<file path="src/gdm_ram.sv">
// Generic single write port, single read port RAM with registered read data
`default_nettype none

module gdm_ram #(
    parameter int WIDTH = 8,
    parameter int DEPTH = 16
) (
    input  logic                     i_clk,
    input  logic                     i_we,
    input  logic [$clog2(DEPTH)-1:0] i_waddr,
    input  logic [WIDTH-1:0]         i_wdata,
    input  logic [$clog2(DEPTH)-1:0] i_raddr,
    output logic [WIDTH-1:0]         o_rdata
);
    logic [WIDTH-1:0] r_mem [DEPTH];
    logic [WIDTH-1:0] r_rdata;

    always_ff @(posedge i_clk) begin
        if (i_we) begin
            r_mem[i_waddr] <= i_wdata;
        end
        r_rdata <= r_mem[i_raddr];
    end

    assign o_rdata = r_rdata;

endmodule

`default_nettype wire

</file>
<file path="config.mk">
export PLATFORM = sky130hd
export DESIGN_NAME = gdm_ram
export DESIGN_NICKNAME = d
export VERILOG_FILES = /design/src/gdm_ram.sv
export SDC_FILE = /design/constraint.sdc
export NUM_CORES = 1
export LEC_CHECK = 0
export ABC_AREA = 1
export BUFFER_PORTS_ARGS = -buffer_cell sky130_fd_sc_hd__buf_2
export CORE_MARGIN = 2
export CORE_UTILIZATION = 55
export DETAILED_ROUTE_END_ITERATION = 8
export PLACE_DENSITY = 0.87
export SKIP_LAST_GASP = 1
export SLEW_MARGIN = 20
export SYNTH_ARGS = -nofsm -noshare
export SYNTH_HDL_FRONTEND = slang
export SYNTH_SLANG_ARGS = --single-unit
</file>
<file path="constraint.sdc">
create_clock -name i_clk -period 1.1 [get_ports i_clk]
set_clock_uncertainty 0.05 [all_clocks]
set_input_delay 0.22 -clock i_clk [delete_from_list [all_inputs] [get_ports i_clk]]
set_output_delay 0.22 -clock i_clk [all_outputs]
set_load 0.02 [all_outputs]
</file>
# Yosys cells after proc, flatten, opt, wreduce, memory -nomap -nowiden
# Memory sizes are Yosys's and may differ from the RTL's. A register that Yosys moved wholly into a read port is not among the register bits.
# Cells that the tools add are included.
[word_totals]
ff_bits = 0
ram_bits = 128
inputBits = 18
output_inout_bits = 8
elab_cells = 3
mem_count = 1
[classes]
n_mux = 2
[memory_table]
columns = ["name", "depth", "word_bits", "read_ports", "rd_clocked_by_memory_dff", "wr", "line", "source"]
rows = [
  ["r_mem", 16, 8, 1, 1, 1, "15", "logic [WIDTH-1:0] r_mem [DEPTH];"],
]
[ops]
columns = ["op", "n"]
rows = [
  ["$mux W1", 2],
]

# Depth between registers and ports, before layout
[logic_depth]
word_depth = 2
mapped_depth = 8
mapped_depth_nobuf = 7

# Worst setup path after synthesis
# OpenSTA, ideal clock, no wires.
[synth_timing]
kind = "input-to-reg"
from = "in i_waddr[2]"
to = "mem r_mem[10][0] (enable)"
setup_time_ns = 0.370
t_arrival_ns = 0.801
required_ns = 0.680
path_slack_ns = -0.121
cell_stages = 2
n_path_buf = 0
cell_sequence = "nand3b_1 -> nor2_1"
[synth_rtl]
columns = ["element", "line", "source"]
rows = [
  ["start: declaration", "10", "input logic [$clog2(DEPTH)-1:0] i_waddr,"],
  ["end: declaration", "15", ""],
]
# No word-level cell before the write port.

# Worst setup path in the final report
[layout_timing]
from = "reg r_rdata[2], in the netlist o_rdata[2], read port of r_mem"
to = "out o_rdata[2]"
[layout_rtl]
columns = ["element", "line", "source"]
rows = [
  ["start: declaration", "16", "logic [WIDTH-1:0] r_rdata;"],
  ["end: declaration", "13", "output logic [WIDTH-1:0] o_rdata"],
]
# No word-level cell between the ends.

==> Flow_metrics.wiki <==
{| class="wikitable"
! Metric !! Value
|-
| Result of the run || finished with violations
|-
| Violations in the final reports || setup timing
|-
| Synthesis Warnings || 0
|-
| Clock sinks || 136
|-
| Placed inst area || ~0.0062 mm²
|-
| Share of the clock period used by the worst path after layout || 1.15
|-
| Synth-to-layout area growth || 21.0%
|-
| Vias in the first global route || around 4,300
|-
| Setup repair after global routing missed its margin || true
|-
| Detailed-placement wirelength estimate || 8.26 mm
|-
| Most common cell after layout, fill and taps aside || sky130_fd_sc_hd__nand2_1
|-
| # Post-CTS Setup Buffers || 0
|-
| Cell chain of the critical path || buf_6
|-
| Fin worst setup slack || -0.167 ns
|-
| Total Wirelength || between 10 and 15 mm
|-
| Final Instance Area || 0.00698 mm²
|-
| Cell Rows || 37
|-
| Xor and xnor fraction of the mapped netlist area || 0
|-
| DIE WIDTH || 106 µm
|-
| Register bit count reported by yosys || 136
|-
| Slowest library cell on the worst path || sky130_fd_sc_hd__dfxtp_2
|-
| Fraction of the yosys area taken by sequential cells || 0.694
|-
| Fraction of the mapped netlist area in simple logic gates || 0.210
|-
| TritonCTS clock tree || built
|-
| Placeable core region || 0.0102 mm²
|-
| Post-synthesis share of cell area spent on full adders, half adders and majority gates || 0
|-
| Power density normalized to cell area || 1800 mW/mm²
|-
| Launching instance or port of the critical path || o_rdata[2]$_DFF_P_
|-
| Cell area after synthesis || 0.00577 mm²
|-
| Number of antenna violations at the first check in global routing || 0
|-
| Maxcap violations || 0
|-
| Clock latency on the worst-skew pair || around 0.53 ns
|-
| Final Hold Violating Endpoints || 0
|-
| Overall overflow remaining after global route || 0
|-
| Upper clock frequency limit || 789 MHz
|-
| Startpoint types || flop
|-
| Detailed-router iteration count before antenna repair || 6
|-
| Final setup violating endpoints || 10
|-
| Clock Pin Slew Worst Setup and Hold Paths || 0.07 ns
|-
| Worst-case register-to-register setup slack || 0 ns
|-
| Path type of the worst setup path || flop to output pin
|-
| Crit Reg-Reg Startpoint || r_mem[9][1]$_DFFE_PP_
|-
| Reg-to-reg critical path endpoint || o_rdata[1]$_DFF_P_
|-
| Top library cells by usage in the layout, fill and taps aside || 169 x sky130_fd_sc_hd__nand2_1, 128 x sky130_fd_sc_hd__edfxtp_1, 99 x sky130_fd_sc_hd__inv_1
|-
| CTS buffer count || 17
|-
| Total power draw || 12,500 µW
|-
| Pin count of the biggest net entering global routing || 65
|-
| Wire length of the first global-routing pass || between 20 and 25 mm
|-
| Capturing element of the worst setup path || o_rdata[2]
|-
| Critical path arrival || 1.00 ns
|-
| Maximum fanout encountered on the critical timing path || 1
|-
| Worst-case setup slack after placement || -0.256 ns
|-
| Number of remaining DRC errors || 0
|-
| Average via count per standard cell || 5.75
|-
| Worst slew margin || 0.723
|-
| Final layout net count || a little over 600
|-
| R2r worst-path depth || 6
|-
| Initial Util || 0.564
|-
| Die ar. || around 0.011 mm²
|-
| Post-synthesis cell count || around 550
|-
| Number of filler instances in the final layout || 610
|-
| Diode insertion count for antenna repair || 0
|-
| Placer's final routability congestion estimate || between 0.8 and 0.9
|-
| Worst IR Drop VDD || 0.00131 V
|-
| Number of stages on the worst setup path || 1
|-
| Top-area cell type share of the netlist area || 0.667
|-
| Top-level port count || 26
|-
| DR vias || between 4,000 and 5,000
|-
| Yosys top cell by area || sky130_fd_sc_hd__edfxtp_1
|-
| CP endpoint kind || output pin
|-
| Combined buffer and inverter count along the critical path || 1
|-
| Worst min-delay path category || primary input to flop
|-
| Post-synth cell types || 12
|-
| Starting DRT DRC Count || 665
|-
| Clk Tree Root Cell || sky130_fd_sc_hd__clkbuf_8
|-
| Number of max-slew violations in the final report || 0
|-
| Leading cell types by total area after synthesis || sky130_fd_sc_hd__edfxtp_1 67%, sky130_fd_sc_hd__nand2_1 11%, sky130_fd_sc_hd__nand3_1 8.4%, sky130_fd_sc_hd__inv_1 6.5%, sky130_fd_sc_hd__dfxtp_1 2.8%
|-
| Final core utilization || 0.682
|-
| Wirelength per Cell || around 20 µm
|-
| Lkg Pwr || about 0.003 µW
|-
| GRT Overall Usage || 0.268
|-
| Number of port buffers || 25
|-
| Max H-tree Level || 4
|-
| Time the final worst path needs with I/O delays and setup || 1.27 ns
|-
| Post-Syn Area per Cell || 10.5 µm²
|-
| Tightest Pin Transition || 0.415 ns
|-
| Die Y || 106 µm
|-
| Delay of the slowest critical-path stage || between 0.3 and 0.4 ns
|-
| CTS max path bufs || 2
|-
| Required @ worst endpoint || approximately 0.83 ns
|-
| Summed negative setup slack over all endpoints || -1.18 ns
|-
| Proportion of layout cells with a drive suffix above 1 || 0.197
|-
| Combinational family with the most area after synthesis || simple AND/OR/NAND/NOR gates
|-
| Post-route ant nets || 0
|-
| Synth Net Count || around 570
|-
| Mux share of post-synthesis cell area || 0
|-
| Compound-Gate Fraction of Synth Area || 0
|-
| Dominant delay contributor by cell family on the critical path || flip-flops
|}
[sequential cells by signal, summed over array words and instances (netlist names)]
register / count
o_rdata: 8
r_mem: 128
[how the worst min path moves through the flow]
stage               startpoint               endpoint  slack, ns  cells after the start
floorplan           i_wdata[0]  r_mem[0][0]$_DFFE_PP_       0.27                      0
global placement    i_raddr[3]     o_rdata[2]$_DFF_P_       0.54                      3
detailed placement  i_raddr[3]     o_rdata[1]$_DFF_P_       0.56                      3
CTS                 i_wdata[1]  r_mem[3][1]$_DFFE_PP_       0.04                      1
global route        i_wdata[1]  r_mem[3][1]$_DFFE_PP_       0.06                      1
finish              i_wdata[1]  r_mem[3][1]$_DFFE_PP_       0.06                      1
[power by group]
group / internal, µW / switching [µW] / total, µW
combinational: 301 / 606 / 908
sequential: 5800 / 48.9 / 5850
clock: 3600 / 2180 / 5780
total: 9700 / 2840 / 12500
[layout make-up]
type | count | area, µm² | share of cell area
flip-flops and latches | 136 | 4010 | 0.575
multi-input cells | 289 | 1310 | 0.188
repair buffers | 54 | 485 | 0.0695
clock buffers | 19 | 442 | 0.0633
inverters | 102 | 387 | 0.0554
well taps | 136 | 170 | 0.0244
clock inverters | 13 | 169 | 0.0242
[logic make-up (layout without fill, tap and decap cells)]
kind of cell           count (synthesis)  count (layout)
buffers and inverters                126             188
flip-flops                           136             136
AND/OR/NAND/NOR                      289             289
[synthesized netlist by cell type]
| library cell | instances |
|---|---|
| sky130_fd_sc_hd__edfxtp_1 | 128 |
| sky130_fd_sc_hd__nand3b_1 | 2 |
| sky130_fd_sc_hd__buf_4 | 4 |
| sky130_fd_sc_hd__buf_1 | 1 |
| sky130_fd_sc_hd__buf_6 | 6 |
| sky130_fd_sc_hd__inv_1 | 100 |
| sky130_fd_sc_hd__inv_2 | 2 |
| sky130_fd_sc_hd__buf_2 | 13 |
| sky130_fd_sc_hd__nand3_1 | 97 |
| sky130_fd_sc_hd__nand2_1 | 173 |
| sky130_fd_sc_hd__nor2_1 | 17 |
| sky130_fd_sc_hd__dfxtp_1 | 8 |
[per-stage QoR]
stage / hold slack, ns / cells
after floorplan: 0.269 / 551
after global placement: 0.538 / 716
after detailed placement: 0.556 / 716
after CTS: 0.0431 / 749
after global routing: 0.0561 / 749
final: 0.0630 / 749
[timing repair]
item                                    CTS  global route
endpoints found under the hold margin     1             0
endpoints found under the setup margin    9            15
hold buffers                              1             0
pin swaps                                 0             2
gates resized for setup                  25            21
[per-layer routing]
layer / up-vias / wire length [µm] / global-route usage
met2: 341 / 7050 / 0.421
met3: 70 / 1740 / 0.0803
met1: 2024 / 5110 / 0.324
li1: 1873 / - / -
met4: 0 / 789 / 0.173
met5: - / 0 / 0
(Power assumes the default switching activity.)
