**src/gdm_pkg.sv**
```systemverilog
// Shared widths, codes and control/status types of the grid mass deposit block
`default_nettype none

package gdm_pkg;

    localparam int POS_W     = 32;
    localparam int VAL_W     = 32;
    localparam int WGT_W     = 31;
    localparam int IDX_W     = 15;
    localparam int OP_W      = 2;
    localparam int ST_W      = 3;
    localparam int FLD_W     = 32;
    localparam int WSUM_W    = 47;
    localparam int SUM_W     = 48;
    localparam int CFG_W     = 32;
    localparam int CFG_IDX_W = 3;
    localparam int IN_TDATA_W  = 240;
    localparam int OUT_TDATA_W = 144;

    localparam logic [OP_W-1:0] OP_DEPOSIT = 2'd0;
    localparam logic [OP_W-1:0] OP_READ    = 2'd1;
    localparam logic [OP_W-1:0] OP_CLEAR   = 2'd2;

    localparam logic [ST_W-1:0] ST_DEPOSITED  = 3'd0;
    localparam logic [ST_W-1:0] ST_OUTSIDE    = 3'd1;
    localparam logic [ST_W-1:0] ST_READ_NORM  = 3'd2;
    localparam logic [ST_W-1:0] ST_READ_EMPTY = 3'd3;
    localparam logic [ST_W-1:0] ST_CLEARED    = 3'd4;

    localparam logic [CFG_IDX_W-1:0] CFG_ORIGIN_X       = 3'd0;
    localparam logic [CFG_IDX_W-1:0] CFG_ORIGIN_Y       = 3'd1;
    localparam logic [CFG_IDX_W-1:0] CFG_ORIGIN_Z       = 3'd2;
    localparam logic [CFG_IDX_W-1:0] CFG_SCALE_X        = 3'd3;
    localparam logic [CFG_IDX_W-1:0] CFG_SCALE_Y        = 3'd4;
    localparam logic [CFG_IDX_W-1:0] CFG_SCALE_Z        = 3'd5;
    localparam logic [CFG_IDX_W-1:0] CFG_DEPOSIT_SCHEME = 3'd6;
    localparam logic [CFG_IDX_W-1:0] CFG_VECTOR_MODE    = 3'd7;

    localparam logic [CFG_W-1:0] SCALE_RST = 32'h0010_0000;

    typedef struct packed {
        logic [WSUM_W-1:0]       wsum;
        logic signed [SUM_W-1:0] sz;
        logic signed [SUM_W-1:0] sy;
        logic signed [SUM_W-1:0] sx;
    } t_cell;

    typedef struct packed {
        logic       load;
        logic       map_mul;
        logic       map_chk;
        logic       nb_adv;
        logic       w_mul;
        logic [1:0] w_sel;
        logic       rd_cell;
        logic       wr_cell;
        logic       rd_idx;
        logic       rd_latch;
        logic       div_step;
        logic       sweep_step;
        logic       out_load;
    } t_cmd;

    typedef struct packed {
        logic outside;
        logic axis_last;
        logic nb_valid;
        logic nb_last;
        logic rd_direct;
        logic div_last;
        logic sweep_last;
        logic out_free;
    } t_sts;

endpackage

`default_nettype wire

```
**src/gdm_ctrl.sv**
```systemverilog
// Controller state machine sequencing deposit, read, clear and result hand-off
`default_nettype none

module gdm_ctrl (
    input  logic                      i_clk,
    input  logic                      i_rst_n,
    input  logic                      i_valid,
    input  logic [gdm_pkg::OP_W-1:0]  i_op,
    output logic                      o_ready,
    input  gdm_pkg::t_sts             i_sts,
    output gdm_pkg::t_cmd             o_cmd
);
    import gdm_pkg::*;

    localparam logic [3:0] S_SWEEP = 4'd0;
    localparam logic [3:0] S_IDLE  = 4'd1;
    localparam logic [3:0] S_MMUL  = 4'd2;
    localparam logic [3:0] S_MCHK  = 4'd3;
    localparam logic [3:0] S_NB    = 4'd4;
    localparam logic [3:0] S_W1    = 4'd5;
    localparam logic [3:0] S_W2    = 4'd6;
    localparam logic [3:0] S_W3    = 4'd7;
    localparam logic [3:0] S_RDC   = 4'd8;
    localparam logic [3:0] S_WRC   = 4'd9;
    localparam logic [3:0] S_RIDX  = 4'd10;
    localparam logic [3:0] S_RLAT  = 4'd11;
    localparam logic [3:0] S_DIV   = 4'd12;
    localparam logic [3:0] S_DONE  = 4'd13;

    logic [3:0] r_state, n_state;
    logic       r_emit, n_emit;
    logic       accept;

    assign o_ready = (r_state == S_IDLE);
    assign accept  = i_valid && o_ready;

    always_comb begin
        n_state = r_state;
        n_emit  = r_emit;
        o_cmd   = '0;
        case (r_state)
            S_SWEEP: begin
                o_cmd.sweep_step = 1'b1;
                if (i_sts.sweep_last) begin
                    n_state = r_emit ? S_DONE : S_IDLE;
                end
            end
            S_IDLE: begin
                if (accept) begin
                    o_cmd.load = 1'b1;
                    case (i_op)
                        OP_DEPOSIT: n_state = S_MMUL;
                        OP_READ:    n_state = S_RIDX;
                        OP_CLEAR: begin
                            n_state = S_SWEEP;
                            n_emit  = 1'b1;
                        end
                        default:    n_state = S_DONE;
                    endcase
                end
            end
            S_MMUL: begin
                o_cmd.map_mul = 1'b1;
                n_state = S_MCHK;
            end
            S_MCHK: begin
                o_cmd.map_chk = 1'b1;
                if (i_sts.axis_last) begin
                    n_state = i_sts.outside ? S_DONE : S_NB;
                end else begin
                    n_state = S_MMUL;
                end
            end
            S_NB: begin
                if (i_sts.nb_valid) begin
                    n_state = S_W1;
                end else if (i_sts.nb_last) begin
                    n_state = S_DONE;
                end else begin
                    o_cmd.nb_adv = 1'b1;
                end
            end
            S_W1: begin
                o_cmd.w_mul = 1'b1;
                o_cmd.w_sel = 2'd0;
                n_state = S_W2;
            end
            S_W2: begin
                o_cmd.w_mul = 1'b1;
                o_cmd.w_sel = 2'd1;
                n_state = S_W3;
            end
            S_W3: begin
                o_cmd.w_mul = 1'b1;
                o_cmd.w_sel = 2'd2;
                n_state = S_RDC;
            end
            S_RDC: begin
                o_cmd.rd_cell = 1'b1;
                n_state = S_WRC;
            end
            S_WRC: begin
                o_cmd.wr_cell = 1'b1;
                if (i_sts.nb_last) begin
                    n_state = S_DONE;
                end else begin
                    o_cmd.nb_adv = 1'b1;
                    n_state = S_NB;
                end
            end
            S_RIDX: begin
                o_cmd.rd_idx = 1'b1;
                n_state = S_RLAT;
            end
            S_RLAT: begin
                o_cmd.rd_latch = 1'b1;
                n_state = i_sts.rd_direct ? S_DONE : S_DIV;
            end
            S_DIV: begin
                o_cmd.div_step = 1'b1;
                if (i_sts.div_last) begin
                    n_state = S_DONE;
                end
            end
            S_DONE: begin
                if (i_sts.out_free) begin
                    o_cmd.out_load = 1'b1;
                    n_emit  = 1'b0;
                    n_state = S_IDLE;
                end
            end
            default: n_state = S_IDLE;
        endcase
    end

    always_ff @(posedge i_clk) begin
        if (!i_rst_n) begin
            r_state <= S_SWEEP;
            r_emit  <= 1'b0;
        end else begin
            r_state <= n_state;
            r_emit  <= n_emit;
        end
    end

endmodule

`default_nettype wire

```
**config.mk**
```make
export PLATFORM = sky130hd
export DESIGN_NAME = gdm_ctrl
export DESIGN_NICKNAME = d
export VERILOG_FILES = /design/src/gdm_pkg.sv /design/src/gdm_ctrl.sv
export SDC_FILE = /design/constraint.sdc
export NUM_CORES = 1
export LEC_CHECK = 0
export BUFFER_PORTS_ARGS = -buffer_cell sky130_fd_sc_hd__buf_2
export CORE_UTILIZATION = 42
export CTS_CLUSTER_DIAMETER = 30
export DETAILED_ROUTE_END_ITERATION = 6
export GPL_ROUTABILITY_DRIVEN = 0
export GPL_TIMING_DRIVEN = 0
export PLACE_DENSITY = 0.75
export SLEW_MARGIN = 20
export SYNTH_ARGS = -nofsm -noshare
export SYNTH_HDL_FRONTEND = slang
export SYNTH_SLANG_ARGS = --single-unit
```
**constraint.sdc**
```tcl
create_clock -name i_clk -period 1.5 [get_ports i_clk]
set_clock_uncertainty 0.1 [all_clocks]
set_input_delay 0.3 -clock i_clk [delete_from_list [all_inputs] [get_ports i_clk]]
set_output_delay 0.3 -clock i_clk [all_outputs]
set_load 0.05 [all_outputs]
```
==> results of run 1 <==
## kinds of logic after synthesis
| group | count (synthesis) | synth area share |
|---|---|---|
| XOR/XNOR | 1 | 0.0133 |
| buffers and inverters | 10 | 0.0873 |
| AND/OR/NAND/NOR | 52 | 0.480 |
| AO/OA/AOI/OAI | 25 | 0.268 |
| flip-flops | 5 | 0.152 |
## per-stage QoR
step / worst slack [ns] / cells / utilization
floorplan: -0.274 / 93 / -
global placement: -0.355 / 135 / 0.762
detailed placement: -0.375 / 135 / 0.762
==> flow_summary_export.csv, run 1 <==
group,metric,value,unit
outcome,status,"did not finish",
outcome,failing_step,"4_1_cts",
outcome,error,"[ERROR DPL-0038] Utilization greater than 100%, impossible to legalize",
clocking,cts_buffers,3,
clocking,htreeDepth,1,
placement,portBuffers,27,
logic_synthesis,synth_area,659,sq um
logic_synthesis,syn_avg_cell_area,7.09,sq um
floorplan,die_x,41.6,um
clocking,clock_sinks,5,
logic_synthesis,synthArstFlopShare,0,
clocking,cts_buffer_depth,2,
logic_synthesis,synth_nets,106,
clocking,cts_resized,54,
logic_synthesis,synth_top_flop_cell,"dfxtp_1",
logic_synthesis,synth_edf_count,0,
logic_synthesis,yosysSeqAreaShare,0.152,
logic_synthesis,netlist_top_cells_count,"nor2_1, nor3_1, a21oi_1, nand2b_1, dfxtp_1",
logic_synthesis,synthCells,93,
clocking,cts_hold_buffers,0,
logic_synthesis,yosys-top-cells-area,"dfxtp_1, nand2b_1, nor3_1, nor2_1, a21oi_1",
clocking,clock-root-buffer,"clkbuf_4",
placement,place_hpwl,1.56,mm
logic_synthesis,synth.ff_latch_count,5,
floorplan,die_h,41.6,um
logic_synthesis,synth_top_area_frac,0.152,
floorplan,start_util,0.477,
clocking,cts_setup_buffers,17,
logic_synthesis,yosysWarnings,0,
logic_synthesis,synth_top_cell_by_area,"dfxtp_1",
logic_synthesis,yosysMostFrequentCell,"nor2_1",
placement,dpl_cell_area,0.00105,sq mm
logic_synthesis,synth_cell_type_count,42,
floorplan,ios,28,
floorplan,rows,13,
==> run 2: changes to the inputs <==
- CORE_AREA: unset -> 2 2 63 65
- CORE_UTILIZATION: 42 -> unset
- CTS_CLUSTER_DIAMETER: 30 -> unset
- DIE_AREA: unset -> 0 0 65 67
- PLACE_DENSITY: 0.75 -> unset
- PLACE_DENSITY_LB_ADDON: unset -> 0.15
- clock period: 1.5 -> 2 ns (I/O delays scaled with it)
==> run 2 against run 1 <==
Against the previous run:
- the run now ends clean
- synthesized cell count is the same
- area after synthesis is the same
==> flow_summary_export.csv, run 2 <==
group,metric,value,unit
pwr,power_switching,1.01,mW
final_layout,regMostFlops,"r_state",
worst_hold_path,whs_endpoint,"r_state[0]",
setup_path,r2r_cells,5,
global_routing,grt_overflow,0,
placement,portBuffers,27,
setup_path,cp_slowest_cell,"dfxtp_1",
floorplan,die_h,67,um
final_layout,fillers,414,
logic_synthesis,synthCells,93,
clocking,cts_setup_buffers,0,
setup_path,end_kind,"primary output",
routing,dr.pass1.iters,4,
floorplan,rows,22,
worst_hold_path,min_path_type,"input port to register",
routing,initialDrtViolationCount,15,
timing,period_needed,1.91,ns
routing,finalWirelength,2.23,mm
timing,fin_setup_tns,0,ns
floorplan,die_x,65,um
floorplan,dieArea,0.00436,sq mm
pwr,combPwrFrac,0.793,
logic_synthesis,synthArstFlopShare,0,
pwr,pwr-share-clk,0.100,
final_layout,insertedDiodeCount,0,
run,cap_violations,0,
final_layout,nNetsFinal,136,
timing,fmax,523,MHz
routing,drt.antenna.violating_nets,0,
timing,timing.final.hold_violations,0,
floorplan,start_util,0.183,
routing,vias_per_cell,4.61,
final_layout,synthToLayoutAreaGrowth,57.5,%
logic_synthesis,synth_cell_type_count,42,
logic_synthesis,yosysMostFrequentCell,"nor2_1",
logic_synthesis,netlist_top_cells_count,"nor2_1, nor3_1, a21oi_1, nand2b_1, dfxtp_1",
logic_synthesis,synth.ff_latch_count,5,
logic_synthesis,synth_top_cell_by_area,"dfxtp_1",
setup_path,r2r-end,"r_state[2]",
logic_synthesis,synth_top_flop_cell,"dfxtp_1",
timing,drv_slew,0,
final_layout,drive_above_1_share,0.484,
final_layout,final_util,0.288,
pwr,pwr-share-seq,0.107,
logic_synthesis,synth_edf_count,0,
global_routing,grt_pass1_wl,3.55,mm
placement,place_hpwl,1.77,mm
pwr,p_per_area,1760,mW/mm^2
setup_path,r2r_slack,0.31,ns
setup_path,rr_startpoint,"r_state[2]",
routing,dr_total_vias,783,
global_routing,antenna_found_initial,0,
setup_path,critPathLaunchType,"register",
clocking,cts_buffer_depth,2,
worst_hold_path,hold-path-cell-count,2,
pwr,power.leakage,0.447,nW
clocking,tritoncts,"yes",
clocking,clock_sinks,5,
final_layout,mostFrequentLayoutCell,"buf_2",
clocking,htreeDepth,1,
final_layout,fin_area,0.00104,sq mm
worst_hold_path,worstHoldStart,"i_rst_n",
setup_path,slowest_delay,0.30,ns
logic_synthesis,yosys-top-cells-area,"dfxtp_1, nand2b_1, nor3_1, nor2_1, a21oi_1",
setup_path,path_cells,"buf_6 -> clkbuf_8 -> nor3_1 -> a21oi_1 -> nor3_4 -> buf_6",
clocking,clkTransAtPathRegs,0.03,ns
floorplan,ios,28,
global_routing,grt_max_degree,20,
logic_synthesis,synth_area,659,sq um
clocking,clock-root-buffer,"clkbuf_8",
logic_synthesis,yosysSeqAreaShare,0.152,
timing,rsz0062_at_grt,"no",
logic_synthesis,syn_avg_cell_area,7.09,sq um
timing,period_share,0.957,
final_layout,largest_reg_flops,4,
timing,timing.slew.headroom,0.728,
routing,routedWlPerCell,13.1,um
pwr,ir_drop,0.351,mV
pwr,p_sw_frac,0.553,
clocking,cts_buffers,3,
placement,dpl_cell_area,920,sq um
timing,tightest_slew,0.403,ns
setup_path,crit_path_frequent_cell,"buf_6",
setup_path,cp_max_fo,19,
final_layout,reg_top3,"r_state: 4 flops, r_emit: 1 flops",
outcome,status,"completed",
logic_synthesis,synth_nets,106,
final_layout,layout_common_cells,"buf_2, buf_4, buf_6, a21oi_1",
setup_path,critPathKind,"register to primary output",
setup_path,required,1.50,ns
setup_path,worst_ep_arrival_time,1.41,ns
clocking,insertion_delay,0.22,ns
logic_synthesis,yosysWarnings,0,
global_routing,grtUsageTotal,0.109,
routing,drc_errors,0,
floorplan,core_area,0.00361,sq mm
pwr,intPower,816,uW
global_routing,grt_pass1_vias,705,
logic_synthesis,synth_top_area_frac,0.152,
timing,finalSetupViolations,0,
## run 2: cell counts after synthesis
Identical to the previous run, type by type.
## run 2: power groups by stage
stage	registers [mW]	clock network, mW	logic, mW
finish	0.195	0.182	1.45
global placement	0.190	0	1.37
global route	0.202	0.197	1.58
CTS	0.193	0.188	1.43
detailed placement	0.190	0	1.36
floorplan	0.173	0	1.08
## run 2: layout make-up
type	instances	area [sq um]	share of cell area
plain buffers	8	91.3	0.0880
clock buffers	4	45.0	0.0434
multi-input cells	78	574	0.553
flip-flops and latches	5	103	0.0988
well taps	48	60.1	0.0578
repair buffers	27	165	0.159
## run 2: how the worst max path moves through the flow
stage                     from         to  slack [ns]
finish              r_state[3]  o_cmd[10]        0.09
floorplan           r_state[3]   o_cmd[1]       -0.26
CTS                 r_state[0]   o_cmd[0]       0.001
detailed placement  r_state[1]  o_cmd[12]       -0.33
global route        r_state[0]   o_cmd[0]       0.003
global placement    r_state[1]  o_cmd[12]       -0.37
## run 2: stage by stage
| stage | std cells | setup slack (ns) | total power, mW | hold slack (ns) |
|---|---|---|---|---|
| 2_1_floorplan | 93 | -0.258 | 1.25 | 0.383 |
| 3_3_place_gp | 168 | -0.366 | 1.56 | 0.423 |
| 3_5_place_dp | 168 | -0.327 | 1.55 | 0.424 |
| 4_1_cts | 170 | 0.00134 | 1.81 | 0.366 |
| 5_1_grt | 170 | 0.00263 | 1.98 | 0.366 |
| 6_report | 170 | 0.0863 | 1.82 | 0.368 |
## run 2: per-layer routing
layer	wire length, um	part of all wire	global-route usage	up-vias
li1	-	-	-	406
met1	1150	0.52	0.157	351
met2	943	0.42	0.161	26
met3	134	0.060	0.0338	0
met4	0	0	0.0160	0
met5	0	0	0	-
## run 2: worst max-delay path: cells and delay by family (launching register included)
family	cells	cell delay (ns)
compound gates	1	0.08
simple gates	2	0.30
buf+inv	3	0.51
flops	1	0.30
## run 2: cells by family (layout without fill, tap and decap cells)
group	count (synthesis)	in the layout	synth area share
flip-flops	5	5	0.152
buffers and inverters	10	39	0.0873
AND/OR/NAND/NOR	52	52	0.480
AO/OA/AOI/OAI	25	25	0.268
XOR/XNOR	1	1	0.0133
## run 2: timing repair
| item | CTS | global route |
|---|---|---|
| endpoints found under the setup margin | 14 | 8 |
| hold buffers | 0 | 0 |
| pin swaps | 0 | 0 |
| endpoints found under the hold margin | 0 | 0 |
| gates resized for setup | 25 | 7 |
Power figures use the tool's default switching activity.
==> run 3: changes to the inputs <==
==> constraint.sdc (replaced) <==
create_clock -name i_clk -period 1.8 [get_ports i_clk]
set_clock_uncertainty 0.1 [all_clocks]
set_input_delay 0.18 -clock i_clk [delete_from_list [all_inputs] [get_ports i_clk]]
set_output_delay 0.18 -clock i_clk [all_outputs]
set_load 0.05 [all_outputs]
==> run 3 against run 2 <==
Against the previous run:
- first-iteration DRC count is 73% higher
- final area increased by 0.72%
- wire length rose by 5.7%
- largest cell class unchanged
- critical endpoint is now o_cmd[6]
- final cell count unchanged
==> flow_summary_export.csv, run 3 (synthesis results as in run 2) <==
group,metric,value,unit
outcome,status,"completed",
setup_path,required,1.52,ns
pwr,combPwrFrac,0.792,
pwr,power_switching,1.15,mW
pwr,power.leakage,0.450,nW
timing,tightest_slew,0.373,ns
timing,fin_setup_tns,0,ns
pwr,p_sw_frac,0.556,
floorplan,core_area,0.00361,sq mm
timing,period_needed,1.71,ns
timing,rsz0062_at_grt,"no",
routing,drc_errors,0,
timing,finalSetupViolations,0,
floorplan,start_util,0.183,
global_routing,grt_pass1_vias,768,
clocking,clkTransAtPathRegs,0.04,ns
global_routing,grtUsageTotal,0.115,
timing,fmax,584,MHz
final_layout,insertedDiodeCount,0,
timing,timing.slew.headroom,0.748,
worst_hold_path,hold-path-cell-count,2,
clocking,cts_setup_buffers,0,
clocking,clock_sinks,5,
pwr,power.total,2.06,mW
clocking,tritoncts,"yes",
setup_path,critPathKind,"register to primary output",
final_layout,largest_reg_flops,4,
worst_hold_path,whs_endpoint,"r_state[0]",
pwr,ir_drop,0.800,mV
clocking,cts_buffer_depth,2,
timing,drv_slew,0,
pwr,intPower,914,uW
pwr,pwr-share-clk,0.103,
routing,vias_per_cell,4.69,
floorplan,dieArea,0.00436,sq mm
final_layout,final_util,0.290,
setup_path,cp_max_fo,10,
floorplan,die_h,67,um
routing,drt.antenna.violating_nets,0,
routing,finalWirelength,2.36,mm
final_layout,mostFrequentLayoutCell,"buf_2",
pwr,pwr-share-seq,0.106,
final_layout,fin_cells,170,
final_layout,layout_common_cells,"buf_2, buf_4, a21oi_1, buf_6, clkbuf_8",
setup_path,critPathLaunchType,"register",
routing,initialDrtViolationCount,26,
placement,place_hpwl,1.80,mm
placement,place_inst,168,
placement,portBuffers,27,
setup_path,r2r_slack,0.11,ns
global_routing,grt_pass1_wl,3.80,mm
floorplan,ios,28,
floorplan,rows,22,
final_layout,nNetsFinal,136,
worst_hold_path,min_path_type,"input port to register",
setup_path,worst_ep_arrival_time,1.43,ns
setup_path,end_kind,"primary output",
setup_path,path_cells,"buf_4 -> nand2b_1 -> nor3_2 -> buf_2",
final_layout,synthToLayoutAreaGrowth,58.6,%
setup_path,rr_startpoint,"r_state[3]",
global_routing,grt_max_degree,20,
routing,routedWlPerCell,13.9,um
routing,dr_total_vias,797,
final_layout,drive_above_1_share,0.484,
floorplan,die_x,65,um
setup_path,critPathBufInv,2,
setup_path,slowest_delay,0.34,ns
clocking,cts_buffers,3,
routing,dr.pass1.iters,4,
run,cap_violations,0,
timing,period_share,0.952,
setup_path,critPathTopFamily,"buffers and inverters",
final_layout,regMostFlops,"r_state",
final_layout,reg_top3,"r_state: 4 flops, r_emit: 1 flops",
clocking,clock-root-buffer,"clkbuf_8",
timing,timing.final.hold_violations,0,
setup_path,r2r-end,"r_emit",
global_routing,antenna_found_initial,0,
clocking,insertion_delay,0.22,ns
worst_hold_path,worstHoldStart,"i_rst_n",
clocking,htreeDepth,1,
global_routing,grt_overflow,0,
setup_path,cp_slowest_cell,"dfxtp_2",
setup_path,r2r_cells,5,
pwr,p_per_area,1970,mW/mm^2
## run 3: worst max-delay path by stage
stage,start,cells after the start,endpoint
6_report,r_state[1],4,o_cmd[6]
5_1_grt,r_state[1],4,o_cmd[2]
4_1_cts,r_state[0],5,o_cmd[0]
3_5_place_dp,r_state[1],5,o_cmd[12]
3_3_place_gp,r_state[1],5,o_cmd[12]
2_1_floorplan,r_state[3],4,o_cmd[1]
## run 3: repair_timing
item	CTS	global route
endpoints found under the setup margin	18	13
pin swaps	0	0
endpoints found under the hold margin	0	0
gates resized for setup	25	9
hold buffers	0	0
## run 3: through the flow
stage	cell area, sq um	hold WS [ns]	setup WS [ns]
after global placement	915	0.394	-0.315
after CTS	1020	0.135	0.00174
after global routing	1050	0.149	0.00523
after detailed placement	915	0.374	-0.311
after floorplan	719	0.211	-0.238
final	1050	0.153	0.0871
## run 3: final cells by class
cell class,count,area [sq um]
Sequential cell,5,105
Timing Repair Buffer,27,169
Clock buffer,4,45.0
Multi-Input combinational cell,78,577
Buffer,8,90.1
Tap cell,48,60.1
Fill cell,413,2560
## run 3: power groups by stage
stage                     combinational (mW)  clock [mW]  sequential (mW)
after floorplan                         1.20           0            0.192
after global placement                  1.52           0            0.212
after detailed placement                1.51           0            0.211
after CTS                               1.60       0.220            0.214
after global routing                    1.74       0.236            0.229
final                                   1.63       0.211            0.218
## run 3: per-layer routing
layer  share of wire  wire length (um)  vias up  GRT usage
met5               0                 0        -          0
met4               0                 0        0     0.0266
met3           0.060               142        0     0.0372
met2            0.47              1100       25      0.175
met1            0.47              1120      370      0.155
li1                -                 -      402          -
==> run 4: changes to the inputs <==
- ABC_AREA: unset -> 1
==> run 4 against run 3 <==
Against the previous run:
- clock power is 2% lower
- setup slack better by 0.033 ns
- core utilization is 5.6 points lower
- via count is 9.8% lower
- register-to-register slack better by 0.23 ns
- sequential power is 4% higher
- combinational power is 39% lower
- critical path depth is 1 higher
- area after synthesis is 9.9% lower
- final area is 19% lower
==> flow_summary_export.csv, run 4 <==
group,metric,value,unit
timing,finalSetupViolations,0,
floorplan,ios,28,
placement,post-place-ws,0.210,ns
logic_synthesis,synth_top_area_frac,0.171,
final_layout,synthToLayoutAreaGrowth,42.3,%
global_routing,grtUsageTotal,0.0864,
logic_synthesis,synth_edf_count,0,
logic_synthesis,synth-xor-area-share,0,
logic_synthesis,synth.ff_latch_count,5,
setup_path,crit_path_frequent_cell,"nor2_1",
timing,rsz0062_at_grt,"no",
run,cap_violations,0,
logic_synthesis,synth_area,594,sq um
final_layout,regArea,101,sq um
setup_path,critPathKind,"register to primary output",
routing,drt.antenna.violating_nets,0,
pwr,intPower,571,uW
setup_path,critPathLaunchType,"register",
routing,dr.pass1.iters,4,
clocking,clkTransAtPathRegs,0.03,ns
final_layout,reg_top3,"r_state: 4 flops, r_emit: 1 flops",
worst_hold_path,min_path_type,"input port to register",
logic_synthesis,synthArstFlopShare,0,
routing,routedWlPerCell,8.99,um
setup_path,cp_max_fo,4,
logic_synthesis,yosysWarnings,0,
logic_synthesis,synth.area.mux_share,0,
clocking,cts_buffer_depth,2,
timing,period_share,0.933,
clocking,tritoncts,"yes",
clocking,clock_sinks,5,
timing,timing.slew.headroom,0.808,
global_routing,grt_max_degree,7,
timing,tightest_slew,0.287,ns
final_layout,largest_reg_flops,4,
logic_synthesis,yosysSeqAreaShare,0.168,
clocking,htreeDepth,1,
final_layout,fillers,433,
timing,fin_setup_tns,0,ns
global_routing,grt_overflow,0,
final_layout,multi_input_area,399,sq um
logic_synthesis,synth_compound_area_frac,0.0947,
final_layout,mostFrequentLayoutCell,"nand2_1",
global_routing,antenna_found_initial,0,
setup_path,cp_slowest_cell,"dfxtp_1",
routing,vias_per_cell,3.80,
logic_synthesis,synthSimpleGateAreaFrac,0.568,
pwr,p_per_area,1690,mW/mm^2
logic_synthesis,yosys-top-cells-area,"nand2_1, dfxtp_1, inv_1, nor2_1, nand2_2",
floorplan,die_h,67,um
logic_synthesis,synth_top_family_by_area,"simple AND/OR/NAND/NOR gates",
final_layout,layout_common_cells,"nand2_1, buf_2, inv_1, nor2_1, nor2_2",
logic_synthesis,synth_adder_area_share,0,
floorplan,rows,22,
clocking,cts_setup_buffers,0,
setup_path,worst_ep_arrival_time,1.40,ns
setup_path,required,1.52,ns
logic_synthesis,synth_nets,123,
routing,dr_total_vias,719,
clocking,cts_hold_buffers,0,
logic_synthesis,synth_top_flop_cell,"dfxtp_1",
final_layout,nNetsFinal,155,
pwr,power.leakage,0.483,nW
timing,timing.final.hold_violations,0,
logic_synthesis,netlist_top_cells_count,"nand2_1, inv_1, nor2_1",
setup_path,path_cells,"inv_2 -> nor2_1 -> inv_1 -> nor2_1 -> buf_2",
floorplan,start_util,0.165,
placement,place_hpwl,1.53,mm
logic_synthesis,synth_cell_type_count,18,
pwr,combPwrFrac,0.698,
outcome,status,"completed",
pwr,power_switching,857,uW
routing,initialDrtViolationCount,25,
setup_path,end_kind,"primary output",
floorplan,core_area,0.00361,sq mm
floorplan,dieArea,0.00436,sq mm
timing,fmax,595,MHz
pwr,pwr-share-seq,0.158,
timing,finalWorstSetupSlack,0.120,ns
logic_synthesis,yosysMostFrequentCell,"nand2_1",
timing,drv_slew,0,
pwr,pwr-share-clk,0.144,
clocking,insertion_delay,0.22,ns
routing,finalWirelength,1.70,mm
final_layout,insertedDiodeCount,0,
floorplan,die_x,65,um
clocking,clock-root-buffer,"clkbuf_8",
global_routing,grt_pass1_wl,2.97,mm
pwr,p_sw_frac,0.600,
routing,drc_errors,0,
placement,portBuffers,27,
logic_synthesis,synth_top_cell_by_area,"nand2_1",
logic_synthesis,syn_avg_cell_area,5.40,sq um
clocking,cts_buffers,3,
timing,period_needed,1.68,ns
final_layout,regMostFlops,"r_state",
setup_path,slowest_delay,0.44,ns
final_layout,drive_above_1_share,0.383,
global_routing,grt_pass1_vias,707,
logic_synthesis,synthCells,110,
pwr,ir_drop,0.632,mV
-- run 4: changes by cell type after synthesis, sizes merged, moves of 3 or more --
cell    before  now
a21oi        8    5
buf          7    0
clkbuf       3    0
inv          0   25
nand2        4   32
nand2b       7    0
nand3        2    7
nor2        10   25
nor2b        3    0
nor3         9    5
-- run 4: kinds of logic (layout without fill, tap and decap cells) --
family	Yosys count	count (layout)
AOI/OAI and AO/OA	9	9
and+or+nand+nor	70	70
DFF	5	5
buffers and inverters	26	57
-- run 4: worst paths after layout --
check | end | from | slack (ns) | depth (start not counted)
max | o_cmd[7] | r_state[1] | 0.12 | 5
min | r_emit | i_rst_n | 0.12 | 3
max reg2reg | r_state[2] | r_state[2] | 0.34 | 8
min reg2reg | r_emit | r_emit | 0.37 | 2
-- run 4: cell type report --
cell class	instances	share of cell area
flip-flops and latches	5	0.120
clock buffers	4	0.0533
repair buffers	27	0.166
well taps	48	0.0710
multi-input cells	79	0.472
inverters	26	0.118
-- run 4: power groups by stage --
stage	clock network (mW)	logic, mW	registers [mW]
2_1_floorplan	0	0.803	0.209
3_3_place_gp	0	1.01	0.222
3_5_place_dp	0	1.01	0.222
4_1_cts	0.215	1.01	0.223
5_1_grt	0.224	1.11	0.237
6_report	0.206	0.997	0.226
-- run 4: per-stage QoR --
stage / utilization / instance area [sq um] / total power, mW / hold slack, ns / instances
after floorplan: - / 597 / 1.01 / 0.218 / 110
after global placement: 0.220 / 792 / 1.23 / 0.339 / 185
after detailed placement: 0.220 / 792 / 1.23 / 0.351 / 185
after CTS: 0.233 / 840 / 1.45 / 0.116 / 189
after global routing: 0.235 / 846 / 1.57 / 0.153 / 189
final: 0.235 / 846 / 1.43 / 0.122 / 189
-- run 4: repair_timing --
action / CTS / global route
pin swaps: 0 / 0
gates cloned: 0 / 0
setup endpoints to repair: 1 / 2
gates resized for setup: 1 / 4
-- run 4: layer usage --
layer / wire (um) / global-route usage / vias up
met3: 104 / 0.0236 / 2
met2: 740 / 0.140 / 20
met1: 841 / 0.114 / 308
met4: 12 / 0.0160 / 0
met5: 0 / 0 / -
li1: - / - / 389
-- run 4: worst max-delay path, delay by kind of cell (launching register included) --
kind,cells,cell delay (ns)
buffers and inverters,3,0.45
flip-flops,1,0.44
AND/OR/NAND/NOR,2,0.29
